**src/sv/stbs_pkg.sv**
```systemverilog
// stbs_pkg: request and status codes, field types and the memory control
// struct for the sorted table search block
// depends on nothing
`default_nettype none
package stbs_pkg;

  localparam int VAL_W = 32;
  localparam int POS_W = 10;

  typedef logic [1:0]              req_t;
  typedef logic [1:0]              status_t;
  typedef logic [POS_W-1:0]        pos_t;
  typedef logic signed [VAL_W-1:0] val_t;

  localparam req_t REQ_CLEAR  = 2'd0;
  localparam req_t REQ_APPEND = 2'd1;
  localparam req_t REQ_SEARCH = 2'd2;

  localparam status_t ST_OK       = 2'd0;
  localparam status_t ST_NOTFOUND = 2'd1;
  localparam status_t ST_FULL     = 2'd2;

  // strobes from the controller to the table memory
  typedef struct packed {
    logic wr_en;
    logic rd_en;
  } mem_ctl_t;

endpackage
`default_nettype wire

```
**src/sv/stbs_ctrl.sv**
```systemverilog
// stbs_ctrl: request decode, entry count, binary search sequencer and
// result register; drives the table memory
// depends on stbs_pkg
`default_nettype none
module stbs_ctrl #(
  parameter int DEPTH = 1024,
  parameter int AW    = $clog2(DEPTH),
  parameter int CW    = $clog2(DEPTH + 1)
) (
  input  wire logic               clk,
  input  wire logic               rst,
  input  wire logic               in_valid,
  output logic                    in_stall,
  input  wire stbs_pkg::req_t     req_type,
  input  wire stbs_pkg::val_t     value,
  output logic                    out_valid,
  input  wire logic               out_stall,
  output stbs_pkg::status_t       status,
  output stbs_pkg::pos_t          position,
  output stbs_pkg::mem_ctl_t      ctl,
  output logic [AW-1:0]           addr,
  output stbs_pkg::val_t          wdata,
  input  wire stbs_pkg::val_t     rdata
);

  localparam logic [1:0] S_IDLE = 2'd0;
  localparam logic [1:0] S_SRCH = 2'd1;
  localparam logic [1:0] S_DONE = 2'd2;

  logic [1:0]        state, state_next;
  logic [CW-1:0]     count, count_next;
  logic [CW-1:0]     lo, lo_next;
  logic [CW-1:0]     hip1, hip1_next;   // high bound plus one
  logic [AW-1:0]     mid, mid_next;
  stbs_pkg::val_t    target, target_next;
  stbs_pkg::status_t res_status, res_status_next;
  stbs_pkg::pos_t    res_pos, res_pos_next;
  logic [CW:0]       mid_sum;
  logic              load_out;

  assign in_stall = (state != S_IDLE);
  assign load_out = (state == S_DONE) && (!out_valid || !out_stall);

  // midpoint of the next probe, floor((lo + hi) / 2) with hi = hip1 - 1
  assign mid_sum  = {1'b0, lo_next} + {1'b0, hip1_next} - (CW+1)'(1);
  assign mid_next = mid_sum[AW:1];

  // appends write at the fill count, probes read at the next midpoint
  assign addr  = ctl.wr_en ? count[AW-1:0] : mid_next;
  assign wdata = value;

  // next state and memory strobes
  always_comb begin
    state_next      = state;
    count_next      = count;
    lo_next         = lo;
    hip1_next       = hip1;
    target_next     = target;
    res_status_next = res_status;
    res_pos_next    = res_pos;
    ctl             = '0;
    unique case (state)
      S_IDLE: begin
        if (in_valid) begin
          res_status_next = stbs_pkg::ST_OK;
          res_pos_next    = '0;
          state_next      = S_DONE;
          unique case (req_type)
            stbs_pkg::REQ_CLEAR: begin
              count_next = '0;
            end
            stbs_pkg::REQ_APPEND: begin
              if (count < CW'(DEPTH)) begin
                ctl.wr_en    = 1'b1;
                res_pos_next = stbs_pkg::pos_t'(count);
                count_next   = count + CW'(1);
              end else begin
                res_status_next = stbs_pkg::ST_FULL;
              end
            end
            stbs_pkg::REQ_SEARCH: begin
              target_next = value;
              if (count == '0) begin
                res_status_next = stbs_pkg::ST_NOTFOUND;
              end else begin
                lo_next    = '0;
                hip1_next  = count;
                ctl.rd_en  = 1'b1;
                state_next = S_SRCH;
              end
            end
            default: begin
              // unused request code gives ST_OK at position zero and leaves the table alone
            end
          endcase
        end
      end
      S_SRCH: begin
        if (rdata == target) begin
          res_status_next = stbs_pkg::ST_OK;
          res_pos_next    = stbs_pkg::pos_t'(mid);
          state_next      = S_DONE;
        end else begin
          if (rdata > target) begin
            hip1_next = CW'(mid);
          end else begin
            lo_next = CW'(mid) + CW'(1);
          end
          if (lo_next < hip1_next) begin
            ctl.rd_en = 1'b1;
          end else begin
            res_status_next = stbs_pkg::ST_NOTFOUND;
            res_pos_next    = '0;
            state_next      = S_DONE;
          end
        end
      end
      S_DONE: begin
        if (load_out) begin
          state_next = S_IDLE;
        end
      end
      default: begin
        state_next = S_IDLE;
      end
    endcase
  end

  // control registers
  always_ff @(posedge clk) begin
    if (rst) begin
      state     <= S_IDLE;
      count     <= '0;
      out_valid <= 1'b0;
    end else begin
      state <= state_next;
      count <= count_next;
      if (load_out) begin
        out_valid <= 1'b1;
      end else if (!out_stall) begin
        out_valid <= 1'b0;
      end
    end
  end

  // search bounds, target and result payload
  always_ff @(posedge clk) begin
    lo         <= lo_next;
    hip1       <= hip1_next;
    target     <= target_next;
    res_status <= res_status_next;
    res_pos    <= res_pos_next;
    if (ctl.rd_en) begin
      mid <= mid_next;
    end
    if (load_out) begin
      status   <= res_status;
      position <= res_pos;
    end
  end

endmodule
`default_nettype wire
```
**config.mk**
```make
export PLATFORM = sky130hd
export DESIGN_NAME = stbs_ctrl
export DESIGN_NICKNAME = d
export VERILOG_FILES = /design/src/sv/stbs_pkg.sv /design/src/sv/stbs_ctrl.sv
export SDC_FILE = /design/constraint.sdc
export NUM_CORES = 1
export LEC_CHECK = 0
export BUFFER_PORTS_ARGS = -buffer_cell sky130_fd_sc_hd__buf_2
export CAP_MARGIN = 20
export CORE_MARGIN = 2
export CORE_UTILIZATION = 61
export CTS_BUF_LIST = sky130_fd_sc_hd__clkbuf_8
export CTS_CLUSTER_SIZE = 10
export DETAILED_ROUTE_END_ITERATION = 8
export GPL_ROUTABILITY_DRIVEN = 1
export PLACE_DENSITY = 0.93
export SYNTH_ARGS = -nofsm -noshare
export SYNTH_HDL_FRONTEND = slang
export SYNTH_SLANG_ARGS = --single-unit
```
**constraint.sdc**
```tcl
create_clock -name clk -period 10.9 [get_ports clk]
set_input_delay 2.18 -clock clk [delete_from_list [all_inputs] [get_ports clk]]
set_output_delay 2.18 -clock clk [all_outputs]
set_load 0.02 [all_outputs]
```
======== After elaboration in Yosys (flattened, before gate mapping) ========
Index checks and enable logic that the tools add are counted.
cells by class
  bitwise operators ....................... 0
  mux-type cells .......................... 50
  order comparisons ....................... 3
  shift-type cells ........................ 0
  $add $sub $neg .......................... 4
  eq/ne operators ......................... 10
  reductions and logical operators ........ 14
  multiply operators ...................... 0
  div/mod/pow operators ................... 0
operator list
  cell                                                count
  2-to-1 mux 11 bit                                   15
  one-hot mux 11 bit (2 select lines)                 3
  2-to-1 mux 10 bit                                   6
  == test 32 bit                                      1
  greater-than comparator 32 bit                      1
  2-to-1 mux 2 bit                                    11
  one-hot mux 10 bit (2 select lines)                 1
  adder 10 x 1 -> 11 bit, second input constant       1
  adder 11 x 1 -> 11 bit, second input constant       1
  adder 11 bit                                        1
  zero test 11 bit                                    1
  < comparator 11 bit                                 1
  < comparator 11 bit, second input constant          1
  subtractor 11 x 1 -> 11 bit, second input constant  1
  2-to-1 mux 1 bit                                    10
  AND reduction 3 bit                                 3
  one-hot mux 2 bit (2 select lines)                  2
  inequality test 2 bit, second input constant        3
  one-hot mux 2 bit (3 select lines)                  1
  nonzero test 2 bit                                  3
  == test 2 x 1 -> 1 bit, second input constant       2
  == test 2 bit, second input constant                2
  zero test 2 bit                                     2
  AND reduction 4 bit                                 1
  6 further kinds                                     7
word-level totals
  bits in latches ......................... 0
  memory bits (writable) .................. 0
  memories kept ........................... 0
  bits in read-only memories .............. 0
  register bits after elaboration ......... 102
  word-level logic and storage cells ...... 92

======== Longest topological paths before layout ========
  word-level depth ........................ 9
  depth in mapped cells ................... 26

======== Worst setup path before layout ========
No wires, ideal clock.
  kind .................................... input port to output port
  from .................................... in rdata[14]
  to ...................................... out addr[8]
  setup slack ............................. 2.079 ns
  stages .................................. 25
  arrival ................................. 6.641 ns
  buffers on the path ..................... 3
  required time ........................... 8.720 ns
  cells stage by stage .................... ha_1 a21oi_1 nand2_1 a221o_1 o31a_1 o21ba_4 and2_1 buf_6 buf_6 buf_8 mux2i_1 a211oi_2 inv_1 ha_1 inv_1 ha_1 fa_1 a21o_1 a21oi_1 o21bai_1 a21oi_1 o21bai_1 a21oi_1 xnor2_1 mux2_2
on the way
  word-level cells in the longest chain between the ends .. 9
RTL lines
  item                                     RTL line          source
  from (decl)                              stbs_ctrl.sv:23   input wire stbs_pkg::val_t rdata
  greater-than comparator 32 bit           stbs_ctrl.sv:104  if (rdata > target) begin
  2-to-1 mux 11 bit                        stbs_ctrl.sv:104
  2-to-1 mux 11 bit                        stbs_ctrl.sv:99   if (rdata == target) begin
  2-to-1 mux 11 bit                        stbs_ctrl.sv:62   unique case (state)
  2-to-1 mux 11 bit (*)                    stbs_ctrl.sv:99
  one-hot mux 11 bit (2 select lines) (*)  stbs_ctrl.sv:62
  named net lo_next[1]                     stbs_ctrl.sv:32   logic [CW-1:0] lo, lo_next;
  adder 11 bit (*)                         stbs_ctrl.sv:45   assign mid_sum = {1'b0, lo_next} + {1'b0, hip1_next} - (CW+1)'(1);
  subtractor 11 x 1 -> 11 bit (*)          stbs_ctrl.sv:45
  named net mid_sum[9]                     stbs_ctrl.sv:38   logic [CW:0] mid_sum;
  2-to-1 mux 10 bit (*)                    stbs_ctrl.sv:49   assign addr = ctl.wr_en ? count[AW-1:0] : mid_next;
  to (decl)                                stbs_ctrl.sv:21   output logic [AW-1:0] addr,
The timed path passes the listed nets; every way through them passes the cells marked *. The select of a mux whose other input is x is not followed.

======== Worst setup path in the final report ========
  from .................................... in rdata[14]
  to ...................................... out addr[9]
on the way
  word-level cells in the longest chain between the ends .. 9
RTL lines
  item                                 RTL line
  greater-than comparator 32 bit       stbs_ctrl.sv:104
  2-to-1 mux 11 bit                    stbs_ctrl.sv:104
  2-to-1 mux 11 bit                    stbs_ctrl.sv:99
  2-to-1 mux 11 bit                    stbs_ctrl.sv:62
  2-to-1 mux 11 bit                    stbs_ctrl.sv:99
  one-hot mux 11 bit (2 select lines)  stbs_ctrl.sv:62
  adder 11 bit (*)                     stbs_ctrl.sv:45
  subtractor 11 x 1 -> 11 bit (*)      stbs_ctrl.sv:45
  named net mid_sum[10]                stbs_ctrl.sv:38
  2-to-1 mux 10 bit (*)                stbs_ctrl.sv:49
Marked as above.

==> impl_summary.log <==
INFO  metric run_status = completed
INFO  metric grt_pass1_vias = just over 5k
INFO  metric grt_max_degree = 34
INFO  metric critPathArrivalTime = 7.58 ns
INFO  metric synth_enable_flop_cells = between 60 and 70
INFO  metric worstSkewPairLatency = 0.37 ns
INFO  metric routedWlPerCell = 17.1 um
INFO  metric layout-drive-gt1-share = 0.259
INFO  metric floorplan.die_area = 0.0112 mm^2
INFO  metric setup.reg_to_reg.worst_slack = 5.33 ns
INFO  metric async_reset_ff_frac = 0
INFO  metric drv_slew = 0
INFO  metric timing.hold.worst.class = flip-flop to flip-flop
INFO  metric clock_root_buffer = sky130_fd_sc_hd__clkbuf_8
INFO  metric final_core_util = 0.693
INFO  metric io_pins = between 100 and 150
INFO  metric rsz0062_at_grt = false
INFO  metric core_region = 0.0102 mm^2
INFO  metric net_count_reported_at_finish = 846
INFO  metric regToRegEndpoint = mid[5]
INFO  metric final.fill_count = approximately 760
INFO  metric yosys_warn_count = 0
INFO  metric rows = 37
INFO  metric clock-sinks = ~100
INFO  metric initial_core_util = 0.619
INFO  metric fin_skew = 0.0137 ns
INFO  metric cts-root-to-sink-buffers = 2
INFO  metric antenna-diode-count = 0
INFO  metric synth_common_cells = sky130_fd_sc_hd__edfxtp_1, sky130_fd_sc_hd__ha_1, sky130_fd_sc_hd__inv_1, sky130_fd_sc_hd__nand2_1, sky130_fd_sc_hd__nor2_1
INFO  metric ys_dominant_reg_cell = sky130_fd_sc_hd__edfxtp_1
INFO  metric place.detailed.hpwl = around 11 mm
INFO  metric critPathCaptureType = output pin
INFO  metric register_bit_count_reported_by_yosys = 102
INFO  metric synth.cell_area = roughly 0.0063 mm^2
INFO  metric post_synth_main_area_contributors = sky130_fd_sc_hd__edfxtp_1, sky130_fd_sc_hd__ha_1, sky130_fd_sc_hd__dfxtp_1
INFO  metric layout.cell_area.non_filler = about 0.0071 mm^2
INFO  metric worst_ir_drop_vdd = ~0.00017 V
INFO  metric total_leakage_power = 3.18 nW
INFO  metric grt_usage = 0.265
INFO  metric placement.setup.worst_slack = 1.20 ns
INFO  metric worst_min_delay_path_endpoint = position[8]
INFO  metric slew_headroom = 0.350
INFO  metric area_delta_synth_final = 12.0%
INFO  metric critical_path.reg2reg.startpoint = target[14]
INFO  metric cts_max_level = 3
INFO  metric netlist-cell-type-count = 70
INFO  metric final.min_clock_period = 9.76 ns
INFO  metric worst_slack = 1.14 ns
INFO  metric firstDrtPassIters = 7
INFO  metric cts_tree = yes
INFO  metric cts_hold_buffers = 0
INFO  metric clkSlewWorstSetupHoldPaths = 0.09 ns
INFO  metric drc_errors = 0
INFO  metric cts_buffers = 9
INFO  metric crit_required = 8.72 ns
INFO  metric seq_area_frac_synth = 0.429
INFO  metric timing.hold.worst.start = res_pos[8]
INFO  metric hold_path_depth = 0
INFO  metric first_pass_grt_wire_length = 23.4 mm
INFO  metric die_x = 106 um
INFO  metric total_power = 1.07 mW
INFO  metric synth_largest_area_cell = sky130_fd_sc_hd__edfxtp_1
INFO  metric area_fraction_of_the_dominant_cell_type_after_synthesis = 0.314
INFO  metric min_period_over_period = 0.896
INFO  metric synthesis.nets = approximately 750
INFO  metric drtAntennaViolNets = 0
INFO  metric placed_area = 0.00681 mm^2
INFO  metric via_per_inst = 5.90
INFO  metric floorplan.die.height = 106 um
INFO  metric global_route.overflow_total = 0
INFO  metric routed_wl = 14.6 mm
INFO  metric setup_viol = 0
INFO  metric post_cts_setup_inserts = 0
INFO  metric place.port_buffers = around 130
INFO  metric gp_routability_congestion = roughly 0.9
INFO  metric cts-resized-gates = 0
INFO  metric antenna_violations_before_repair = 0
INFO  metric maxCapViolCount = 0
INFO  metric pwr_density_cell = 151 mW/mm^2
INFO  metric timing.final.hold_violations = 0
INFO  metric syn-instance-count = just over 600
INFO  metric timing.fmax = 0.102 GHz
INFO  metric worst_pin_slew = 0.975 ns
INFO  metric critPathMaxFanout = 16
INFO  metric num_vias = 5016
INFO  metric syn-mean-instance-area = 10.3 um^2
INFO  metric r2r.worst_path.cells = 20
INFO  metric path_class = primary input to output pin
INFO  metric worstSetupStartpointType = primary input
INFO  metric drt_iter0_drc = 349
INFO  metric tns = 0 ns
## cell usage in the layout (no fill, tap or decap), types with 3 or more instances in the layout
master                     count
sky130_fd_sc_hd__buf_2       127
sky130_fd_sc_hd__inv_1        66
sky130_fd_sc_hd__ha_1         66
sky130_fd_sc_hd__edfxtp_1     66
sky130_fd_sc_hd__nand2_1      45
sky130_fd_sc_hd__nor2_1       43
sky130_fd_sc_hd__a21oi_1      38
sky130_fd_sc_hd__dfxtp_1      36
sky130_fd_sc_hd__o21ai_0      21
sky130_fd_sc_hd__mux2i_1      17
sky130_fd_sc_hd__nand3_1      15
sky130_fd_sc_hd__nand4_1      12
sky130_fd_sc_hd__xor2_1       10
sky130_fd_sc_hd__xnor2_1      10
sky130_fd_sc_hd__clkbuf_8     10
sky130_fd_sc_hd__mux2_2        9
sky130_fd_sc_hd__a22o_1        9
sky130_fd_sc_hd__a221o_1       8
sky130_fd_sc_hd__a221oi_1      8
sky130_fd_sc_hd__or2_2         8
sky130_fd_sc_hd__nor2b_1       6
sky130_fd_sc_hd__buf_4         6
sky130_fd_sc_hd__a21o_1        5
sky130_fd_sc_hd__nand2b_1      5
sky130_fd_sc_hd__nor3_1        4
sky130_fd_sc_hd__and3_1        4
sky130_fd_sc_hd__or3_1         4
sky130_fd_sc_hd__a31oi_1       3
sky130_fd_sc_hd__a211oi_1      3
sky130_fd_sc_hd__inv_8         3
## through the flow
step           std cells  hold slack, ns
6_report             850           0.426
5_1_grt              850           0.433
4_1_cts              849           0.428
3_5_place_dp         833           0.405
3_3_place_gp         833           0.404
2_1_floorplan        614           0.400
## sequential cells by signal, indices dropped and copies added, names as in the netlist
signal      count
count          11
hip1           11
lo             11
mid            10
out_valid       1
position       10
res_pos        10
res_status      2
state           2
status          2
target         32
## cell families after synthesis
family          count (synthesis)  share of synthesized area
buf+inv                       116                     0.0931
fa+ha+maj                      67                      0.134
xor+xnor                       21                     0.0316
simple gates                  159                      0.124
flops                         102                      0.429
compound gates                121                      0.141
mux                            28                     0.0472
## where the power goes
part / internal [mW] / leakage [nW] / total [mW] / switching, mW
clock network: 0.140 / 0.118 / 0.278 / 0.137
logic: 0.140 / 2.16 / 0.341 / 0.201
registers: 0.440 / 0.907 / 0.449 / 0.00935
## metal layers
metal	track usage	vias up	share of wire	routed length [um]
met2	0.475	234	0.51	7400
met5	0	-	0	0
met3	0.0396	41	0.061	886
li1	-	2364	-	-
met4	0.115	0	0.027	391
met1	0.314	2377	0.40	5890
## critical path: stages
cell	delay, ns
sky130_fd_sc_hd__buf_2	0.10
sky130_fd_sc_hd__ha_1	0.31
sky130_fd_sc_hd__nand4_1	0.17
sky130_fd_sc_hd__nor4_2	0.45
sky130_fd_sc_hd__a21boi_0	0.23
sky130_fd_sc_hd__o31a_1	0.21
sky130_fd_sc_hd__o21ba_4	0.20
sky130_fd_sc_hd__and2_1	0.43
sky130_fd_sc_hd__buf_4	0.34
sky130_fd_sc_hd__mux2_2	0.40
sky130_fd_sc_hd__mux2i_1	0.21
sky130_fd_sc_hd__or2_2	0.15
sky130_fd_sc_hd__ha_1	0.21
sky130_fd_sc_hd__inv_1	0.06
sky130_fd_sc_hd__ha_1	0.25
sky130_fd_sc_hd__nor2b_1	0.16
sky130_fd_sc_hd__o21ai_0	0.16
sky130_fd_sc_hd__a21oi_1	0.11
sky130_fd_sc_hd__o41ai_1	0.38
sky130_fd_sc_hd__o21ai_0	0.18
sky130_fd_sc_hd__xnor3_2	0.26
sky130_fd_sc_hd__mux2_4	0.26
sky130_fd_sc_hd__buf_2	0.16
## worst max-delay path by stage
stage / startpoint / slack [ns] / to / cells past startpoint
CTS: rdata[14] / 1.17 / addr[9] / 23
global placement: rdata[14] / 1.38 / addr[9] / 23
detailed placement: rdata[14] / 1.20 / addr[9] / 23
finish: rdata[14] / 1.14 / addr[9] / 23
global route: rdata[31] / 0.80 / addr[9] / 23
floorplan: rdata[14] / 2.08 / addr[8] / 25
## cell type report
class                      instances  area (um^2)  share of cell area
multi-input combinational        396         3010               0.427
sequential                       102         2700               0.383
timing repair buffer             133          681              0.0965
inverter                          67          251              0.0356
tap                              136          170              0.0241
clock buffer                      10          138              0.0195
clock inverter                     6          101              0.0144
No activity file was read; power rests on OpenSTA's default activity.
